==> config.mk <==
export PLATFORM = sky130hd
export DESIGN_NAME = flfm_queue
export DESIGN_NICKNAME = d
export VERILOG_FILES = /design/src/rtl/flfm_pkg.sv /design/src/rtl/flfm_queue.sv
export SDC_FILE = /design/constraint.sdc
export NUM_CORES = 1
export LEC_CHECK = 0
export BUFFER_PORTS_ARGS = -buffer_cell sky130_fd_sc_hd__buf_2
export CORE_UTILIZATION = 45
export CTS_CLUSTER_DIAMETER = 50
export DETAILED_ROUTE_END_ITERATION = 6
export HOLD_SLACK_MARGIN = 0.05
export PLACE_DENSITY = 0.66
export SETUP_SLACK_MARGIN = 0.3
export SYNTH_ARGS = -nofsm -noshare
export SYNTH_HDL_FRONTEND = slang
export SYNTH_SLANG_ARGS = --single-unit
==> constraint.sdc <==
create_clock -name clk -period 6.3 [get_ports clk]
set_input_delay 1.575 -clock clk [delete_from_list [all_inputs] [get_ports clk]]
set_output_delay 1.575 -clock clk [all_outputs]
set_load 0.01 [all_outputs]
==> src/rtl/flfm_pkg.sv <==
package flfm_pkg;

	// window and ring sizes, all powers of two
	localparam int FPS_WINDOW     = 16;
	localparam int LATENCY_WINDOW = 16;
	localparam int PENDING_DEPTH  = 128;
	localparam int QUEUE_DEPTH    = 2;

	localparam int FPS_LOG     = $clog2(FPS_WINDOW);
	localparam int LAT_LOG     = $clog2(LATENCY_WINDOW);
	localparam int PEND_AW     = $clog2(PENDING_DEPTH);
	localparam int FPS_TOTAL_W = 16 + FPS_LOG;
	localparam int LAT_TOTAL_W = 16 + LAT_LOG;

	// reset values
	localparam logic [15:0] FPS_RESET      = 16'd7680;
	localparam logic [15:0] LAT_RESET      = 16'd200;
	localparam logic [15:0] INTERVAL_RESET = 16'd1000;
	localparam logic [FPS_TOTAL_W-1:0] FPS_TOTAL_RESET =
		FPS_TOTAL_W'(7680 * FPS_WINDOW);
	localparam logic [LAT_TOTAL_W-1:0] LAT_TOTAL_RESET =
		LAT_TOTAL_W'(200 * LATENCY_WINDOW);

	typedef enum logic {
		MODE_SENT     = 1'b0,
		MODE_RESPONSE = 1'b1
	} mode_t;

	// one classified word passed from front to back
	typedef struct packed {
		mode_t                 mode;
		logic [LAT_LOG-1:0]    lat_slot;
		logic [31:0]           now_ms;
		logic [15:0]           display_fps;
		logic [15:0]           measured;
	} flfm_job_t;

endpackage

==> src/rtl/flfm_queue.sv <==
module flfm_queue (
	input  logic                clk,
	input  logic                arst_n,
	input  logic                push,
	input  flfm_pkg::flfm_job_t push_job,
	output logic                full,
	output logic                head_valid,
	output flfm_pkg::flfm_job_t head_job,
	input  logic                pop
);

	import flfm_pkg::*;

	localparam int PW = (QUEUE_DEPTH > 1) ? $clog2(QUEUE_DEPTH) : 1;
	localparam int CW = $clog2(QUEUE_DEPTH + 1);

	flfm_job_t       entry_q [QUEUE_DEPTH];
	logic [PW-1:0]   wr_ptr_q;
	logic [PW-1:0]   rd_ptr_q;
	logic [CW-1:0]   count_q;

	assign full       = (count_q == CW'(QUEUE_DEPTH));
	assign head_valid = (count_q != '0);
	assign head_job   = entry_q[rd_ptr_q];

	// entry storage
	always_ff @(posedge clk) begin
		if (push) begin
			entry_q[wr_ptr_q] <= push_job;
		end
	end

	// pointers and fill count
	always_ff @(posedge clk or negedge arst_n) begin
		if (!arst_n) begin
			wr_ptr_q <= '0;
			rd_ptr_q <= '0;
			count_q  <= '0;
		end else begin
			if (push) begin
				wr_ptr_q <= (wr_ptr_q == PW'(QUEUE_DEPTH - 1)) ? '0 : wr_ptr_q + 1'b1;
			end
			if (pop) begin
				rd_ptr_q <= (rd_ptr_q == PW'(QUEUE_DEPTH - 1)) ? '0 : rd_ptr_q + 1'b1;
			end
			if (push && !pop) begin
				count_q <= count_q + 1'b1;
			end else if (pop && !push) begin
				count_q <= count_q - 1'b1;
			end
		end
	end

endmodule

==> run_results.csv, run 1 <==
group,metric,value,unit
global_route,grt_pass1_wl,13500,um
die,fp.coreArea,0.0120,mm^2
min_path,hp-class,"reg -> reg",
critical_path,worstSetupStartpointType,"register",
critical_path,crit_path_end,"head_job[41]",
clock_network,cts_sinks,142,
run,cap_violations,0,
clock_network,cts_buffers,17,
route,routedWlPerCell,16.3,um
min_path,hold_depth,1,
die,fp.dieH,113,um
pwr,p_leak,0.00281,uW
die,row_count,40,
pwr,switching_share,26.5,%
layout,nFillCells,926,
sta,worst_slack,2.26,ns
critical_path,r2r-start,"wr_ptr_q",
pwr,vdd_drop_max,0.288,mV
sta,holdWs,0.481,ns
synthesis,synthCells,231,
pwr,pwr-share-comb,27.2,%
placement,post_dp_cell_area,0.00630,mm^2
route,drt-total-wl,8920,um
synthesis,synth_seq_area_share,76.9,%
route,drtAntennaViolNets,0,
layout,final_util,57.4,%
sta,setup_viol,0,
clock_network,cts_buffer_depth,2,
critical_path,cp_data_arrival_time,2.46,ns
pwr,clockPowerShare,29.8,%
synthesis,synth_area,0.00552,mm^2
synthesis,avgSynthCellArea,23.9,um^2
layout,layout.area.seq,0.00425,mm^2
global_route,grt.total_usage,14.7,%
layout,diodes,0,
pwr,p_int,2350,uW
placement,numPortBuffers,143,
sta,clock.fmax,0.248,GHz
layout,final_area,0.00687,mm^2
sta,clock_skew,0.00454,ns
placement,dp_worst_setup_slack,2.67,ns
placement,gp_congestion,0.680,
sta,period_share,64.1,%
sta,tightestPinTransition,0.955,ns
sta,finalHoldViolations,0,
layout,multi_input_area,0.00113,mm^2
global_route,grt_max_degree,70,
route,drc_errors,0,
global_route,antenna_found_initial,0,
pwr,seq_power_share,43.0,%
min_path,min-delay-start,"count_q[1]",
critical_path,reg2reg_depth,2,
synthesis,ys_ff_latch,142,
layout,most-common-layout-cells,"buf_2 (143), edfxtp_1 (138), mux2_4 (69)",
sta,rsz0062_at_grt,"false",
outcome,outcome,"completed",
layout,nets,461,
pwr,netSwitchingPower,849,uW
critical_path,crit_chain,"buf_4 > mux2_4 > buf_2",
global_route,grt_overflow,0,
sta,min_period,4.04,ns
synthesis,syn_nets,305,
clock_network,clk_pin_slew,0.05,ns
sta,setup_tns,0,ns
critical_path,path_max_fanout,39,
synthesis,synth.distinct_cells,13,
clock_network,cts_setup_buffers,0,
sta,slew_headroom,36.3,%
critical_path,required,4.72,ns
layout,area_growth,24.5,%
clock_network,holdBufCountCts,0,
critical_path,critPathSlowestCell,"dfrtp_4",
critical_path,crit_type,"reg -> out",
critical_path,endpoint_kind,"primary output",
layout,layout-drive-gt1-share,61.3,%
sta,finalMaxSlewViolations,0,
die,fp.dieArea,0.0127,mm^2
clock_network,cts_tree,"yes",
clock_network,root_buffer,"clkbuf_16",
layout,final_common_cell,"buf_2",
route,drt_iter0_markers,138,
critical_path,crit_path_start,"rd_ptr_q",
synthesis,yosysWarnings,0,
critical_path,cpPeakStageDelay,0.91,ns
die,pin_count,144,
route,vias,2620,
pwr,power.density,466,mW/mm^2
critical_path,timing.rr.end,"entry_q[0][56]",
global_route,grt_pass1_vias,2633,
clock_network,clock_latency,0.41,ns
die,die_width,113,um
die,start_util,46.2,%
route,drt-pass1-iter-count,4,
clock_network,h-tree-depth,4,
critical_path,reg2reg_slack,4.18,ns
route,routed_via_density,4.79,
clock_network,cts_resized,0,
==> area by class of cell <==
class	instances	share of cell area, %
well taps	147	2.68
inverters	1	0.0546
clock inverters	7	1.27
repair buffers	145	10.6
multi-input cells	80	16.5
flip-flops and latches	142	61.8
clock buffers	25	7.07
==> cells in the mapped netlist <==
library cell	instances	area (um^2)
and2_1	1	6.26
xor2_1	4	35.0
buf_12	7	140
or2_2	1	6.26
ha_1	1	12.5
nor2_1	1	3.75
dfrtp_1	4	100
mux2_4	69	1040
edfxtp_1	138	4140
buf_6	1	11.3
inv_1	1	3.75
xnor2_1	1	8.76
nor2b_1	2	12.5
==> per-stage QoR <==
stage	total power, uW	cells
2_1_floorplan	2080	231
3_3_place_gp	2270	515
3_5_place_dp	2290	515
4_1_cts	3250	547
5_1_grt	3340	547
6_report	3200	547
==> how the worst min path moves through the flow <==
| stage | end |
|---|---|
| CTS | count_q[1] |
| global placement | count_q[1] |
| global route | count_q[1] |
| floorplan | count_q[1] |
| detailed placement | count_q[1] |
| finish | count_q[1] |
==> power groups by stage <==
stage	Sequential, uW	Combinational [uW]	Clock, uW
6_report	1380	870	954
4_1_cts	1380	889	977
3_3_place_gp	1390	882	0
5_1_grt	1400	931	1010
3_5_place_dp	1400	885	0
2_1_floorplan	1330	757	0
==> per-layer routing <==
metal  global-route usage [%]  part of all wire, %
met1                     16.5                   41
met2                     24.5                   50
met3                     5.41                  7.0
met4                     8.09                  2.1
met5                        0                    0
==> registers in the layout (all words and copies together), names as in the netlist <==
signal and flops:
wr_ptr_q 1, rd_ptr_q 1, entry_q 138, count_q 2
==> logic make-up (layout without fill, tap and decap cells) <==
group                      Yosys count  count (layout)  synth area share [%]
and+or+nand+nor                      5               5                 0.521
DFF                                142             142                  76.9
adders and majority gates            1               1                 0.227
buffers and inverters                9             178                  2.81
xor gates and xnor gates             5               5                 0.793
muxes                               69              69                  18.8
==> worst max-delay path, delay by kind of cell (launching register included) <==
| kind | cells | cell delay, ns |
|---|---|---|
| flip-flops | 1 | 0.91 |
| buffers and inverters | 2 | 0.76 |
| multiplexers | 1 | 0.36 |
No activity file was read; power rests on OpenSTA's default activity.
==> inputs of run 2 (changes only) <==
ABC_AREA = 1   (was unset)
PLACE_DENSITY = 0.68   (was 0.66)
clock period = 3.25 ns   (was 6.3 ns; I/O delays follow)
==> run_results.csv, run 2 <==
group,metric,value,unit
sta,slew_headroom,57.7,%
synthesis,synth_seq_area_share,76.6,%
layout,most-common-layout-cells,"buf_2 (143), edfxtp_1 (138), mux2_4 (69)",
global_route,grt.total_usage,15.1,%
critical_path,worstSetupStartpointType,"register",
clock_network,holdBufCountCts,0,
critical_path,endpoint_kind,"primary output",
route,routed_via_density,4.72,
global_route,grt_overflow,0,
synthesis,async_flop_share,2.82,%
clock_network,cts_tree,"yes",
pwr,vdd_drop_max,0.433,mV
placement,gp_congestion,0.665,
die,fp.dieArea,0.0128,mm^2
placement,hpwl,5870,um
die,die_width,113,um
synthesis,yosysMostFrequentCell,"edfxtp_1",
clock_network,cts_setup_buffers,0,
layout,nets,473,
layout,largest_register_ffs,138,
synthesis,synth.distinct_cells,13,
route,drtAntennaViolNets,0,
critical_path,cp_data_arrival_time,1.95,ns
route,drc_errors,0,
layout,area_growth,24.8,%
layout,top_regs,"entry_q x138, count_q x2",
synthesis,yosysTopAreaCellShare,74.8,%
global_route,antenna_found_initial,0,
clock_network,clk_pin_slew,0.06,ns
pwr,power.density,895,mW/mm^2
run,cap_violations,0,
sta,finalMaxSlewViolations,0,
sta,rsz0062_at_grt,"false",
global_route,grt_max_degree,47,
layout,diodes,0,
critical_path,r2r-start,"wr_ptr_q",
synthesis,synthFlopType,"edfxtp_1",
synthesis,synth_edf_count,138,
critical_path,critPathTopFamily,"flip-flops",
layout,layout-drive-gt1-share,58.7,%
sta,setup_viol,0,
route,routedWlPerCell,16.1,um
pwr,finalPower,6190,uW
sta,min_period,2.76,ns
die,fp.coreArea,0.0120,mm^2
synthesis,syn_nets,314,
pwr,p_leak,0.00285,uW
route,drt-pass1-iter-count,4,
clock_network,cts_buffers,17,
route,vias,2639,
critical_path,reg2reg_slack,1.64,ns
sta,clock_skew,0.00567,ns
critical_path,crit_chain,"buf_12 > mux2_4 > buf_2",
sta,tightestPinTransition,0.635,ns
die,start_util,46.1,%
critical_path,critPathBufInv,2,
die,pin_count,144,
critical_path,reg2reg_depth,3,
critical_path,cpPeakStageDelay,0.74,ns
clock_network,root_buffer,"clkbuf_16",
layout,final_common_cell,"buf_2",
critical_path,crit_type,"reg -> out",
critical_path,timing.rr.end,"entry_q[1][24]",
global_route,grt_pass1_vias,2776,
route,drt-total-wl,9030,um
synthesis,synthCells,240,
min_path,hp-class,"in -> async",
global_route,grt_pass1_wl,13900,um
synthesis,synth_top_cell_by_area,"edfxtp_1",
outcome,outcome,"completed",
placement,numPortBuffers,143,
clock_network,cts_sinks,142,
die,row_count,40,
sta,finalHoldViolations,0,
synthesis,yosys-top-cells-area,"edfxtp_1 (75%), mux2_4 (19%), buf_12 (2.5%)",
synthesis,synth_area,0.00554,mm^2
clock_network,h-tree-depth,4,
route,drt_iter0_markers,89,
sta,clock.fmax,0.362,GHz
critical_path,critPathSlowestCell,"dfrtp_4",
sta,setup_tns,0,ns
synthesis,yosysWarnings,0,
layout,top_register,"entry_q",
clock_network,cts_buffer_depth,2,
sta,period_share,85.0,%
critical_path,required,2.44,ns
die,fp.dieH,113,um
clock_network,clock_latency,0.41,ns
critical_path,path_max_fanout,28,
synthesis,synth.top_cells.by_count,"edfxtp_1 (138), mux2_4 (69), buf_12 (7), inv_1 (7), nand2_1 (6)",
clock_network,cts_resized,0,
synthesis,avgSynthCellArea,23.1,um^2
synthesis,ys_ff_latch,142,
## run 2: cell count changes after synthesis, sizes merged
| cell | previous run | this run |
|---|---|---|
| inv | 1 | 7 |
| nand2 | 0 | 6 |
| nor2b | 2 | 0 |
| xor2 | 4 | 2 |
| and2 | 1 | 0 |
| nand3 | 0 | 1 |
| nand4 | 0 | 1 |
| nor2 | 1 | 2 |
| or2 | 1 | 0 |
## run 2: stage by stage
stage          worst slack [ns]  utilization [%]  hold WS, ns  area [um^2]  cells
2_1_floorplan             0.621                -        0.442         5550    240
3_3_place_gp              0.896             53.1        0.454         6370    527
3_5_place_dp              0.878             53.1        0.459         6370    527
4_1_cts                   0.426             57.6        0.177         6910    559
5_1_grt                   0.397             57.6        0.192         6910    559
6_report                  0.487             57.6        0.198         6910    559
## run 2: layout make-up
class                      instances  area [um^2]
tap                              147          184
clock buffer                      22          444
fill                             934         5100
inverter                           7         26.3
clock inverter                    10         96.3
timing repair buffer             148          791
sequential                       142         4250
multi-input combinational         83         1120
## run 2: cells by family (layout without fill, tap and decap cells)
logic type,after synthesis,in the layout,synth area share [%]
xor+xnor,3,3,0.475
fa+ha+maj,1,1,0.226
buf+inv,15,187,3.21
flops,142,142,76.6
mux,69,69,18.7
simple gates,10,10,0.746
## run 2: worst max-delay path by stage
| stage | from | endpoint | slack, ns | cells past startpoint |
|---|---|---|---|---|
| 2_1_floorplan | push | entry_q[1][0] | 0.62 | 2 |
| 3_3_place_gp | rd_ptr_q | head_job[35] | 0.90 | 3 |
| 3_5_place_dp | rd_ptr_q | head_job[35] | 0.88 | 3 |
| 4_1_cts | rd_ptr_q | head_job[35] | 0.43 | 3 |
| 5_1_grt | rd_ptr_q | head_job[38] | 0.40 | 3 |
| 6_report | rd_ptr_q | head_job[38] | 0.49 | 3 |
## run 2: metal layers
metal  up-vias  GRT usage, %  wire (um)
li1       1254             -          -
met1      1278          16.6       3690
met3        18          5.14        564
met2        89          25.7       4550
met4         0          8.68        223
met5         -             0          0
## run 2: power by group
| part | leakage [uW] | internal, uW | switching, uW |
|---|---|---|---|
| clock | 0.000259 | 1110 | 653 |
| sequential | 0.00134 | 2440 | 180 |
| combinational | 0.00124 | 976 | 833 |
