<file path="src/rtl/flfm_pkg.sv">
package flfm_pkg;

	// window and ring sizes, all powers of two
	localparam int FPS_WINDOW     = 16;
	localparam int LATENCY_WINDOW = 16;
	localparam int PENDING_DEPTH  = 128;
	localparam int QUEUE_DEPTH    = 2;

	localparam int FPS_LOG     = $clog2(FPS_WINDOW);
	localparam int LAT_LOG     = $clog2(LATENCY_WINDOW);
	localparam int PEND_AW     = $clog2(PENDING_DEPTH);
	localparam int FPS_TOTAL_W = 16 + FPS_LOG;
	localparam int LAT_TOTAL_W = 16 + LAT_LOG;

	// reset values
	localparam logic [15:0] FPS_RESET      = 16'd7680;
	localparam logic [15:0] LAT_RESET      = 16'd200;
	localparam logic [15:0] INTERVAL_RESET = 16'd1000;
	localparam logic [FPS_TOTAL_W-1:0] FPS_TOTAL_RESET =
		FPS_TOTAL_W'(7680 * FPS_WINDOW);
	localparam logic [LAT_TOTAL_W-1:0] LAT_TOTAL_RESET =
		LAT_TOTAL_W'(200 * LATENCY_WINDOW);

	typedef enum logic {
		MODE_SENT     = 1'b0,
		MODE_RESPONSE = 1'b1
	} mode_t;

	// one classified word passed from front to back
	typedef struct packed {
		mode_t                 mode;
		logic [LAT_LOG-1:0]    lat_slot;
		logic [31:0]           now_ms;
		logic [15:0]           display_fps;
		logic [15:0]           measured;
	} flfm_job_t;

endpackage

</file>
<file path="src/rtl/flfm_ifs.sv">


interface flfm_res_if;
	logic        valid;
	logic        ready;
	logic [15:0] average_fps;
	logic [19:0] average_latency;
	logic [15:0] measured_latency_ms;
	logic        fps_sampled;

	modport source (output valid, average_fps, average_latency, measured_latency_ms,
		fps_sampled, input ready);
	modport sink (input valid, average_fps, average_latency, measured_latency_ms,
		fps_sampled, output ready);
endinterface

</file>
<file path="src/rtl/flfm_back.sv">
module flfm_back (
	input  logic                clk,
	input  logic                arst_n,
	input  logic                cfg_we,
	input  logic [15:0]         cfg_wdata,
	input  logic                head_valid,
	input  flfm_pkg::flfm_job_t head_job,
	output logic                pop,
	flfm_res_if.source          res
);

	import flfm_pkg::*;

	logic [15:0]            interval_q;
	logic [15:0]            fps_hist_q [FPS_WINDOW];
	logic [FPS_LOG-1:0]     fps_slot_q;
	logic [FPS_TOTAL_W-1:0] fps_total_q;
	logic [31:0]            last_sample_q;
	logic [15:0]            lat_hist_q [LATENCY_WINDOW];
	logic [LAT_TOTAL_W-1:0] lat_total_q;

	logic                   out_vld_q;
	logic [15:0]            avg_fps_q;
	logic [19:0]            avg_lat_q;
	logic [15:0]            measured_q;
	logic                   sampled_q;

	logic [31:0]            since;
	logic                   take;
	logic                   is_resp;
	logic [FPS_TOTAL_W-1:0] fps_total_d;
	logic [LAT_TOTAL_W-1:0] lat_total_d;
	logic [LAT_TOTAL_W+3:0] lat_scaled;
	logic [FPS_TOTAL_W-1:0] fps_avg;
	logic [LAT_TOTAL_W+3:0] lat_avg;

	assign pop = head_valid && (!out_vld_q || res.ready);

	// sample decision and new running sums
	always_comb begin
		since   = head_job.now_ms - last_sample_q;
		take    = (head_job.mode == MODE_SENT) && (since >= {16'd0, interval_q});
		is_resp = (head_job.mode == MODE_RESPONSE);
		if (take) begin
			fps_total_d = fps_total_q - FPS_TOTAL_W'(fps_hist_q[fps_slot_q])
				+ FPS_TOTAL_W'(head_job.display_fps);
		end else begin
			fps_total_d = fps_total_q;
		end
		if (is_resp) begin
			lat_total_d = lat_total_q - LAT_TOTAL_W'(lat_hist_q[head_job.lat_slot])
				+ LAT_TOTAL_W'(head_job.measured);
		end else begin
			lat_total_d = lat_total_q;
		end
		fps_avg    = fps_total_d >> FPS_LOG;
		lat_scaled = {lat_total_d, 4'b0000};
		lat_avg    = lat_scaled >> LAT_LOG;
	end

	// sample interval register
	always_ff @(posedge clk or negedge arst_n) begin
		if (!arst_n) begin
			interval_q <= INTERVAL_RESET;
		end else if (cfg_we) begin
			interval_q <= cfg_wdata;
		end
	end

	// window state
	always_ff @(posedge clk or negedge arst_n) begin
		if (!arst_n) begin
			for (int i = 0; i < FPS_WINDOW; i++) begin
				fps_hist_q[i] <= FPS_RESET;
			end
			for (int i = 0; i < LATENCY_WINDOW; i++) begin
				lat_hist_q[i] <= LAT_RESET;
			end
			fps_slot_q    <= '0;
			fps_total_q   <= FPS_TOTAL_RESET;
			last_sample_q <= '0;
			lat_total_q   <= LAT_TOTAL_RESET;
		end else if (pop) begin
			if (take) begin
				fps_hist_q[fps_slot_q] <= head_job.display_fps;
				fps_slot_q             <= fps_slot_q + 1'b1;
				last_sample_q          <= head_job.now_ms;
			end
			if (is_resp) begin
				lat_hist_q[head_job.lat_slot] <= head_job.measured;
			end
			fps_total_q <= fps_total_d;
			lat_total_q <= lat_total_d;
		end
	end

	// result register control
	always_ff @(posedge clk or negedge arst_n) begin
		if (!arst_n) begin
			out_vld_q <= 1'b0;
		end else if (pop) begin
			out_vld_q <= 1'b1;
		end else if (res.ready) begin
			out_vld_q <= 1'b0;
		end
	end

	// result register payload
	always_ff @(posedge clk) begin
		if (pop) begin
			avg_fps_q  <= fps_avg[15:0];
			avg_lat_q  <= lat_avg[19:0];
			measured_q <= head_job.measured;
			sampled_q  <= take;
		end
	end

	assign res.valid               = out_vld_q;
	assign res.average_fps         = avg_fps_q;
	assign res.average_latency     = avg_lat_q;
	assign res.measured_latency_ms = measured_q;
	assign res.fps_sampled         = sampled_q;

	// a sample moves the ring slot by one
	a_slot_step: assert property (@(posedge clk) disable iff (!arst_n)
		pop && take |=> fps_slot_q == FPS_LOG'($past(fps_slot_q) + 1'b1))
		else $error("fps slot did not advance on sample");

	// without a sample the fps sum and sample time hold
	a_fps_hold: assert property (@(posedge clk) disable iff (!arst_n)
		pop && !take |=> $stable(fps_total_q) && $stable(last_sample_q))
		else $error("fps state changed without a sample");

	// a sample records the time of its word
	a_sample_time: assert property (@(posedge clk) disable iff (!arst_n)
		pop && take |=> last_sample_q == $past(head_job.now_ms))
		else $error("sample time not recorded");

	// frame-sent words never report a latency
	a_sent_no_latency: assert property (@(posedge clk) disable iff (!arst_n)
		pop && !is_resp |=> measured_q == 16'd0)
		else $error("latency reported for frame-sent word");

endmodule

</file>
<file path="src/flat_wrapper.sv">
// flat-port wrapper written by rule: the top's interface ports become plain ports
module flfm_back_flat import flfm_pkg::*;
  (clk, arst_n, cfg_we, cfg_wdata, head_valid, head_job, pop, res_valid, res_average_fps, res_average_latency, res_measured_latency_ms, res_fps_sampled, res_ready);
  flfm_res_if res_i ();
  input  logic clk;
  input  logic arst_n;
  input  logic cfg_we;
  input  logic [15:0] cfg_wdata;
  input  logic head_valid;
  input  flfm_pkg::flfm_job_t head_job;
  output logic pop;
  output wire logic [$bits(res_i.valid)-1:0] res_valid;
  output wire logic [$bits(res_i.average_fps)-1:0] res_average_fps;
  output wire logic [$bits(res_i.average_latency)-1:0] res_average_latency;
  output wire logic [$bits(res_i.measured_latency_ms)-1:0] res_measured_latency_ms;
  output wire logic [$bits(res_i.fps_sampled)-1:0] res_fps_sampled;
  input wire logic [$bits(res_i.ready)-1:0] res_ready;
  assign res_valid = res_i.valid;
  assign res_average_fps = res_i.average_fps;
  assign res_average_latency = res_i.average_latency;
  assign res_measured_latency_ms = res_i.measured_latency_ms;
  assign res_fps_sampled = res_i.fps_sampled;
  assign res_i.ready = res_ready;
  flfm_back u_core (.clk(clk), .arst_n(arst_n), .cfg_we(cfg_we), .cfg_wdata(cfg_wdata), .head_valid(head_valid), .head_job(head_job), .pop(pop), .res(res_i));
endmodule
</file>
<file path="config.mk">
export PLATFORM = sky130hd
export DESIGN_NAME = flfm_back_flat
export DESIGN_NICKNAME = d
export VERILOG_FILES = /design/src/rtl/flfm_pkg.sv /design/src/rtl/flfm_ifs.sv /design/src/rtl/flfm_back.sv /design/src/flat_wrapper.sv
export SDC_FILE = /design/constraint.sdc
export NUM_CORES = 1
export LEC_CHECK = 0
export BUFFER_PORTS_ARGS = -buffer_cell sky130_fd_sc_hd__buf_2
export CAP_MARGIN = 20
export CORE_MARGIN = 2
export CORE_UTILIZATION = 45
export DETAILED_ROUTE_END_ITERATION = 10
export GPL_TIMING_DRIVEN = 0
export PLACE_DENSITY = 0.67
export REMOVE_ABC_BUFFERS = 1
export SKIP_CTS_REPAIR_TIMING = 1
export SLEW_MARGIN = 30
export SYNTH_ARGS = -nofsm -noshare
export SYNTH_HDL_FRONTEND = slang
export SYNTH_SLANG_ARGS = --single-unit
</file>
<file path="constraint.sdc">
create_clock -name clk -period 16.55 [get_ports clk]
set_input_delay 3.31 -clock clk [delete_from_list [all_inputs] [get_ports clk]]
set_output_delay 3.31 -clock clk [all_outputs]
set_load 0.02 [all_outputs]
</file>
==> reports/qor.yml, run 1 <==
outcome: "completed"
clock_latency_ns: 0.63
drive_gt1_share_pct: 47.8
startpoint_type: "input port"
synthFlopType: "dfrtp_1"
syn_to_final_growth_pct: 15.3
yosys_warnings: 0
fin_setup_tns_ns: 0
ant_nets: 0
io_pins: 145
crit_path_max_fanout: 6
synth_area_leaders: "dfrtp_1, mux2_2, mux4_2"
yosysMostFrequentCell: "dfrtp_1"
final-hold-violation-count: 0
synthDistinctLibCells: 78
finalNetCount: 2825
tightestPinTransition_ns: 0.908
htree_levels: 3
cts_tree: "yes"
crit_required_ns: 17.06
hpwl_um: 57900
coreArea_um2: 75900
drc: 0
final_util_pct: 52.4
min_from: "u_core.fps_total_q[19]"
root_buffer: "clkbuf_16"
layout_setup_ws_ns: 7.45
drtIter0Drc: 1198
synthArstFlopShare_pct: 91.9
clock_skew_ns: 0.0340
clock-sinks: 658
antenna_found_initial: 5
synthesis.instances: 2439
path_class: "input port to flip-flop"
synthTopCellsByCount: "dfrtp_1, mux2_2, inv_1, mux4_2, mux2_4"
r2r-end: "u_core.fps_hist_q[23]"
setup_viol: 0
period_needed_ns: 9.10
power_leakage_nw: 17.5
maxSlewHeadroom_pct: 39.4
min_path_cells: 1
grt_max_degree: 91
power_mw: 7.43
viasPerCell: 5.55
port_buffers: 144
synthesis.area_um2: 34500
wl_um: 82400
avgRoutedWirePerCell_um: 22.2
gp_congestion: 0.879
finalMaxSlewViolations: 0
cp-end-kind: "flip-flop"
dr.pass1.iters: 5
synth-edff-count: 53
cts_buffer_depth: 3
fmax_mhz: 110
ys_seq_area_share_pct: 48.9
p_per_area_nw_per_um2: 187
yosysTopAreaCellShare_pct: 34.8
syn_area_per_cell_um2: 14.2
irDropWorstVdd_mv: 0.144
max_cap_viol_count: 0
rsz0062_at_grt: "no"
die_x_um: 281
dieArea_um2: 79000
finalCritPeriodShare_pct: 55.0
arrival_ns: 9.61
die_y_um: 281
grt_pass1_vias: 22300
worstRegToRegCells: 24
vias: 20600
hold_path_end: "u_core.fps_total_q[19]"
hold_class: "flip-flop to flip-flop"
reg2reg_from: "u_core.last_sample_q[0]"
r2r_setup_slack_ns: 9.90
grt_pass1_wl_um: 130000
grt_remaining_overflow: 0
numCtsBuffers: 74
rows: 101
pre_cts_slack_ns: 6.84
cts.clk_slew.worst_paths_ns: 0.06
synth_largest_area_cell: "dfrtp_1"
track_usage_pct: 21.3
synth_seq_cells: 658
initial_core_util_pct: 45.5
-- cells by family (layout without fill, tap and decap cells) --
| group | after synthesis | after routing | share of synthesized area (%) |
|---|---|---|---|
| other | 0 | 2 | 0 |
| AO/OA/AOI/OAI | 226 | 226 | 4.26 |
| buffers and inverters | 332 | 565 | 4.25 |
| adder cells (fa/ha/maj) | 124 | 124 | 5.21 |
| flip-flops | 658 | 658 | 48.9 |
| XOR/XNOR | 59 | 59 | 1.50 |
| AND/OR/NAND/NOR | 292 | 292 | 4.87 |
| multiplexers | 748 | 748 | 31.0 |
-- layout by cell type (no fill, tap or decap), types with 53 or more instances in the layout --
| master | instances |
|---|---|
| dfrtp_1 | 476 |
| edfxtp_1 | 53 |
| o21ai_0 | 72 |
| mux2_4 | 130 |
| clkbuf_16 | 77 |
| mux4_2 | 160 |
| dfstp_2 | 125 |
| mux2_2 | 456 |
| ha_1 | 91 |
| inv_1 | 194 |
| nand2_1 | 86 |
| buf_2 | 141 |
-- worst max-delay path by stage --
stage                       startpoint                      end  slack [ns]  cells past startpoint
after floorplan           head_job[32]     u_core.fps_slot_q[1]        6.52                     19
after global placement          arst_n  u_core.last_sample_q[8]        0.20                      1
after detailed placement  head_job[32]    u_core.fps_hist_q[55]        6.84                     26
after CTS                 head_job[32]    u_core.fps_hist_q[55]        7.50                     26
after global routing      head_job[32]    u_core.fps_hist_q[23]        7.22                     26
final                     head_job[32]    u_core.fps_hist_q[23]        7.45                     26
-- report_power, final --
part	internal (mW)	leakage [nW]	switching (mW)	total, mW
combinational	1.62	8.28	1.52	3.14
clock	1.05	1.27	0.693	1.74
sequential	2.24	7.99	0.307	2.55
-- per-layer routing --
metal	track usage [%]	vias up	part of all wire, %
met5	0	-	0.033
met4	6.05	4	2.3
met3	3.82	144	4.5
met2	36.4	466	50
met1	27.7	10800	43
li1	-	9193	-
-- sequential cells by signal (all words and copies together), names as in the netlist --
name and flops:
u_core.fps_hist_q 256, u_core.lat_hist_q 256, u_core.last_sample_q 32, u_core.fps_total_q 20, u_core.lat_total_q 20, u_core.res.average_latency 20
u_core.interval_q 16, u_core.res.average_fps 16, u_core.res.measured_latency_ms 16, u_core.fps_slot_q 4, u_core.res.fps_sampled 1, u_core.res.valid 1
-- worst max-delay path: stages --
cell	delay, ns
buf_2	0.09
inv_1	0.04
ha_1	0.22
fa_1	0.40
nand2b_1	0.18
a21o_1	0.22
a2111oi_0	0.66
nor3_1	0.20
xnor2_1	0.18
ha_1	0.22
nand3_1	0.08
nand2_1	0.05
a221oi_1	0.32
o2111ai_1	0.20
nor4b_2	0.30
o2111ai_1	0.15
or4_4	0.55
nor4_4	0.48
buf_4	0.27
buf_4	0.22
buf_4	0.23
buf_4	0.23
nor4_4	0.09
buf_4	0.22
buf_4	0.19
mux2_4	0.30
-- per-stage QoR --
| stage | std cells | area (um2) | hold WS (ns) |
|---|---|---|---|
| after detailed placement | 3565 | 37200 | 0.479 |
| after global routing | 3704 | 39800 | 0.507 |
| after CTS | 3702 | 39800 | 0.491 |
| after floorplan | 2302 | 33800 | 0.461 |
| final | 3704 | 39800 | 0.492 |
| after global placement | 3476 | 35800 | 0.476 |
-- layout make-up --
class,instances,area (um2)
inverters,195,734
clock inverters,21,375
fillers,6189,36100
repair buffers,233,1940
clock buffers,116,2230
diodes,2,5.00
flip-flops and latches,658,16900
well taps,1030,1290
multi-input cells,1449,16300
Note: power is estimated with default switching activity, not from simulation.
==> run 2: changes to the inputs <==
--- a/config.mk
+++ b/config.mk
@@ -5,13 +5,14 @@
 export SDC_FILE = /design/constraint.sdc
 export NUM_CORES = 1
 export LEC_CHECK = 0
+export ABC_AREA = 1
 export BUFFER_PORTS_ARGS = -buffer_cell sky130_fd_sc_hd__buf_2
 export CAP_MARGIN = 20
 export CORE_MARGIN = 2
 export CORE_UTILIZATION = 45
 export DETAILED_ROUTE_END_ITERATION = 10
 export GPL_TIMING_DRIVEN = 0
-export PLACE_DENSITY = 0.67
+export PLACE_DENSITY = 0.7
 export REMOVE_ABC_BUFFERS = 1
 export SKIP_CTS_REPAIR_TIMING = 1
 export SLEW_MARGIN = 30
==> constraint.sdc (replaced) <==
create_clock -name clk -period 8.3 [get_ports clk]
set_input_delay 1.66 -clock clk [delete_from_list [all_inputs] [get_ports clk]]
set_output_delay 1.66 -clock clk [all_outputs]
set_load 0.02 [all_outputs]
==> reports/qor.yml, run 2 <==
outcome: "completed"
synthFlopType: "dfrtp_1"
stdcell_area_um2: 39700  # -0.32%
port_buffers: 144  # unchanged
clock-sinks: 658  # unchanged
synthDistinctLibCells: 46  # -41%
initial_core_util_pct: 45.3  # -0.21 points
max_cap_viol_count: 0  # unchanged
synth_seq_cells: 658  # unchanged
critPathSlowestCell: "nand2_2"
path_class: "input port to flip-flop"
dr.pass1.iters: 6  # +1
ant_nets: 0  # unchanged
tightestPinTransition_ns: 1.03  # +0.120 ns
crit_path_max_fanout: 47  # +41
syn_to_final_growth_pct: 13.5
synth_largest_area_cell: "dfrtp_1"
max_stage_delay_ns: 0.60  # -0.06 ns
drc: 0  # unchanged
period_needed_ns: 6.07
htree_levels: 3  # unchanged
rsz0062_at_grt: "no"
hold_class: "flip-flop to flip-flop"
final-hold-violation-count: 0  # unchanged
p_per_area_nw_per_um2: 370  # +98%
yosys_warnings: 0  # unchanged
fmax_mhz: 165
cts.clk_slew.worst_paths_ns: 0.06  # about the same
yosysMostFrequentCell: "nand2_1"
die_y_um: 283  # +0.59%
cp-end-kind: "flip-flop"
viasPerCell: 5.47  # -1.5%
power_leakage_nw: 19.3  # +9.8%
hpwl_um: 66400  # +15%
maxSlewHeadroom_pct: 31.3  # -8.2 points
placed_cells: 5354  # +50%
io_pins: 145  # unchanged
die_x_um: 283  # +0.59%
synth-edff-count: 53  # unchanged
layout_common_cells: "nand2_1, dfrtp_1, inv_1, nor2_1, o21ai_0"
final_util_pct: 51.4  # -1.0 points
grt_max_degree: 86  # -5.5%
numCtsBuffers: 75  # +1.4%
wl_um: 99100  # +20%
startpoint_type: "input port"
antenna_found_initial: 7  # +2
crit_required_ns: 8.86  # -8.20 ns
vias: 30000  # +46%
drive_gt1_share_pct: 12.0  # -36 points
grt_pass1_wl_um: 157000  # +21%
finalNetCount: 4605  # +63%
finalCritPeriodShare_pct: 73.1
grt_pass1_vias: 28600  # +28%
synth_area_leaders: "dfrtp_1, nand2_1, dfstp_2"
setup_viol: 0  # unchanged
finalMaxSlewViolations: 0  # unchanged
layout_setup_ws_ns: 2.23  # -5.22 ns
yosysTopAreaCellShare_pct: 34.4  # -0.41 points
placed_area_um2: 37100  # -0.17%
dieArea_um2: 79900  # +1.2%
pre_cts_slack_ns: 1.61  # -5.23 ns
grt_remaining_overflow: 0  # unchanged
cts_tree: "yes"
coreArea_um2: 77200  # +1.7%
synthesis.area_um2: 34900  # +1.2%
clock_latency_ns: 0.63  # about the same
finalNonFillerCells: 5495  # +48%
clock_skew_ns: 0.0410  # +0.00706 ns
arrival_ns: 6.63  # -2.98 ns
synthTopCellsByCount: "nand2_1, dfrtp_1, inv_1, nor2_1, o21ai_0"
reg.largest.list: "u_core.fps_hist_q x256, u_core.lat_hist_q x256, u_core.last_sample_q x32"
syn_area_per_cell_um2: 8.03  # -43%
root_buffer: "clkbuf_16"
cpMostUsedCell: "nand2_1"
synthArstFlopShare_pct: 91.9  # unchanged
final_common_cell: "nand2_1"
fillCellCount: 7200  # +16%
rows: 102  # +0.99%
cts_buffer_depth: 3  # unchanged
track_usage_pct: 24.8  # +3.6 points
whs_ns: 0.465  # -0.0278 ns
gp_congestion: 0.881  # +0.23%
synthesis.instances: 4353  # +78%
ys_seq_area_share_pct: 48.3  # -0.58 points
avgRoutedWirePerCell_um: 18.0  # -19%
drtIter0Drc: 2910  # +140%
irDropWorstVdd_mv: 0.248  # +73%
[run 2: changes by cell type after synthesis, moves of 81 or more]
| cell | before | now |
|---|---|---|
| clkbuf_1 | 73 | 194 |
| mux2_2 | 456 | 1 |
| o21ai_0 | 72 | 340 |
| nor2_1 | 58 | 375 |
| a21oi_1 | 45 | 211 |
| a22oi_1 | 0 | 81 |
| inv_1 | 195 | 435 |
| mux2_4 | 130 | 0 |
| nand3_1 | 16 | 299 |
| mux4_2 | 160 | 0 |
| nand2_1 | 86 | 1222 |
[run 2: critical path: cells and delay by family]
kind | cells | cell delay, ns
compound gates | 1 | 0.27
fa+ha+maj | 3 | 0.89
buf+inv | 8 | 1.18
simple gates | 17 | 2.43
xor+xnor | 1 | 0.08
[run 2: per-layer routing]
layer / share of wire (%) / track usage (%)
met3: 7.7 / 4.72
met4: 4.4 / 11.1
met1: 42 / 32.9
met2: 46 / 39.6
met5: 0.045 / 0
[run 2: metrics by stage]
step	TNS, ns	power, mW
6_report	0	14.7
5_1_grt	0	15.8
4_1_cts	0	14.7
3_5_place_dp	0	11.2
3_3_place_gp	-4437.88	11.0
2_1_floorplan	0	9.37
[run 2: area by class of cell]
| cell class | instances | area, um2 | area share (%) |
|---|---|---|---|
| well taps | 1040 | 1300 | 3.28 |
| clock inverters | 26 | 314 | 0.792 |
| inverters | 440 | 1670 | 4.21 |
| flip-flops and latches | 658 | 16900 | 42.6 |
| diodes | 2 | 5.00 | 0.0126 |
| clock buffers | 113 | 2220 | 5.61 |
| multi-input cells | 2990 | 15300 | 38.7 |
| repair buffers | 226 | 1930 | 4.85 |
[run 2: path summary, 6_finish.rpt]
check                                          to                    start  depth (start not counted)  slack [ns]
hold / removal              u_core.fps_hist_q[28]    u_core.fps_hist_q[28]                          2        0.46
min in group asynchronous   u_core.lat_hist_q[69]                   arst_n                          1        0.99
setup / recovery             u_core.fps_hist_q[4]             head_job[32]                         30        2.23
setup reg to reg             u_core.fps_hist_q[4]  u_core.last_sample_q[0]                         28        3.03
max in group asynchronous  u_core.fps_hist_q[105]                   arst_n                          4        5.59
hold reg to reg             u_core.fps_hist_q[28]    u_core.fps_hist_q[28]                          2        0.46
[run 2: kinds of logic (layout without fill, tap and decap cells)]
kind of cell / count (synthesis) / in the layout / share of synthesized area (%)
and+or+nand+nor: 2004 / 2004 / 23.7
AOI/OAI and AO/OA: 809 / 809 / 13.1
buffers and inverters: 705 / 805 / 8.37
DFF: 658 / 658 / 48.3
adders and majority gates: 124 / 124 / 5.15
xor gates and xnor gates: 52 / 52 / 1.30
muxes: 1 / 1 / 0.0322
other: 0 / 2 / 0
[run 2: where the power goes]
group	leakage [nW]	switching, mW	internal (mW)
clock	1.24	1.40	2.00
sequential	7.81	0.536	4.52
combinational	10.2	4.00	2.22
total	19.3	5.93	8.74
==> run 3: changes to the inputs <==
--- a/config.mk
+++ b/config.mk
@@ -5,7 +5,7 @@
 export SDC_FILE = /design/constraint.sdc
 export NUM_CORES = 1
 export LEC_CHECK = 0
-export ABC_AREA = 1
+export ABC_AREA = 0
 export BUFFER_PORTS_ARGS = -buffer_cell sky130_fd_sc_hd__buf_2
 export CAP_MARGIN = 20
 export CORE_MARGIN = 2
==> constraint.sdc (replaced) <==
create_clock -name clk -period 5.09 [get_ports clk]
set_input_delay 1.018 -clock clk [delete_from_list [all_inputs] [get_ports clk]]
set_output_delay 1.018 -clock clk [all_outputs]
set_load 0.02 [all_outputs]
==> reports/qor.yml, run 3 (same netlist as run 1, synthesis figures left out) <==
fin_setup_tns_ns: -203.73  # -203.73 ns
drc: 0  # unchanged
placed_area_um2: 37300  # +0.41%
hold_class: "input port to asynchronous set/reset pin"
cpMostUsedCell: "buf_8"
viasPerCell: 5.63  # +3.0%
finalNetCount: 2922  # -37%
maxSlewHeadroom_pct: 41.3  # +10 points
cts_tree: "yes"
p_per_area_nw_per_um2: 615  # +66%
setup_viol: 330  # +330
cts.clk_slew.worst_paths_ns: 0.06  # about the same
grt_remaining_overflow: 0  # unchanged
final-hold-violation-count: 0  # unchanged
finalCritPeriodShare_pct: 116
grt_pass1_wl_um: 132000  # -16%
arrival_ns: 6.42  # -0.21 ns
crit_path_max_fanout: 6  # -87%
die_y_um: 281  # -0.58%
startpoint_type: "input port"
layout_common_cells: "dfrtp_1, mux2_2, inv_1, mux2_4, mux4_2"
stdcell_area_um2: 41600  # +4.9%
clock_power_share_pct: 20.8  # -2.3 points
hpwl_um: 58300  # -12%
wl_um: 88700  # -11%
initial_core_util_pct: 45.5  # +0.21 points
p_seq_share_pct: 32.4  # -2.1 points
finalMaxSlewViolations: 0  # unchanged
die_x_um: 281  # -0.58%
rsz0062_at_grt: "yes"
outcome: "finished, violations left"
layout_setup_ws_ns: -0.829  # -3.06 ns
dr.pass1.iters: 8  # +2
drtIter0Drc: 1648  # -43%
clock_skew_ns: 0.0383  # -0.00270 ns
critPathSlowestCell: "or4_4"
io_pins: 145  # unchanged
track_usage_pct: 21.6  # -3.2 points
coreArea_um2: 75900  # -1.6%
max_stage_delay_ns: 0.46  # -0.14 ns
period_needed_ns: 5.92
rows: 101  # -0.98%
cp-end-kind: "flip-flop"
p_int_mw: 16.6  # +90%
gp_congestion: 0.861  # -2.3%
pre_cts_slack_ns: -2.41  # -4.02 ns
fillCellCount: 5902  # -18%
violations: "setup timing"
irDropWorstVdd_mv: 0.573  # +130%
antenna_found_initial: 7  # unchanged
reg2reg_from: "u_core.last_sample_q[0]"
htree_levels: 3  # unchanged
whs_ns: 0.389  # -0.0751 ns
max_cap_viol_count: 0  # unchanged
p_sw_share_pct: 35.0  # -5.4 points
root_buffer: "clkbuf_16"
fmax_mhz: 169
ant_nets: 0  # unchanged
syn_to_final_growth_pct: 20.6
n_antenna_cell: 0  # -2
cts_buffer_depth: 3  # unchanged
power_leakage_nw: 18.5  # -4.0%
crit_buf_inv: 8  # unchanged
drive_gt1_share_pct: 51.4  # +39 points
grt_max_degree: 96  # +12%
crit_required_ns: 5.59  # -3.27 ns
avgRoutedWirePerCell_um: 23.3  # +29%
setup.worst_path.start: "head_job[32]"
vias: 21400  # -29%
p_sw_mw: 8.97  # +51%
reg.largest.list: "u_core.fps_hist_q x256, u_core.lat_hist_q x256, u_core.last_sample_q x32"
critPathTopFamily: "compound AO/OA/AOI/OAI gates"
dieArea_um2: 79000  # -1.2%
final_common_cell: "dfrtp_1"
combinationalPowerShare_pct: 46.8  # +4.4 points
clock-sinks: 658  # unchanged
numCtsBuffers: 72  # -4.0%
clock_latency_ns: 0.63  # about the same
grt_pass1_vias: 22600  # -21%
tightestPinTransition_ns: 0.880  # -0.148 ns
path_class: "input port to flip-flop"
port_buffers: 144  # unchanged
## run 3: worst paths after layout
kind | slack, ns | endpoint | depth (start not counted)
min in group clk | 0.50 | u_core.lat_hist_q[192] | 1
hold / removal | 0.39 | u_core.lat_hist_q[84] | 1
setup reg to reg | -0.76 | u_core.fps_hist_q[7] | 24
setup / recovery | -0.83 | u_core.fps_hist_q[7] | 26
max in group asynchronous | 2.92 | u_core.fps_hist_q[139] | 4
hold reg to reg | 0.50 | u_core.lat_hist_q[192] | 1
## run 3: power groups by stage
stage	clock [mW]	sequential, mW	combinational (mW)
3_3_place_gp	0	8.43	9.61
4_1_cts	5.43	8.31	10.3
6_report	5.33	8.29	12.0
5_1_grt	5.66	8.47	13.0
2_1_floorplan	0	8.29	7.65
3_5_place_dp	0	8.38	10.2
## run 3: area by class of cell
type                    count  area, um2  share of cell area [%]
clock buffers             104       2070                    4.96
clock inverters            29        348                   0.836
inverters                 195        739                    1.78
multi-input cells        1451      16900                    40.7
flip-flops and latches    658      16900                    40.6
well taps                1030       1290                    3.10
repair buffers            330       3370                    8.09
## run 3: per-layer routing
metal | part of all wire [%] | vias to the layer above | GRT usage, %
li1 | - | 9403 | -
met1 | 41 | 11200 | 28.1
met2 | 50 | 560 | 36.4
met3 | 5.4 | 215 | 3.88
met4 | 3.5 | 10 | 7.46
met5 | 0.068 | - | 0
## run 3: per-stage QoR
step,power [mW],cells,util (%)
3_5_place_dp,18.6,3564,49.1
2_1_floorplan,15.9,2302,-
3_3_place_gp,18.0,3476,47.1
6_report,25.6,3797,54.8
5_1_grt,27.1,3797,54.8
4_1_cts,24.1,3697,52.3
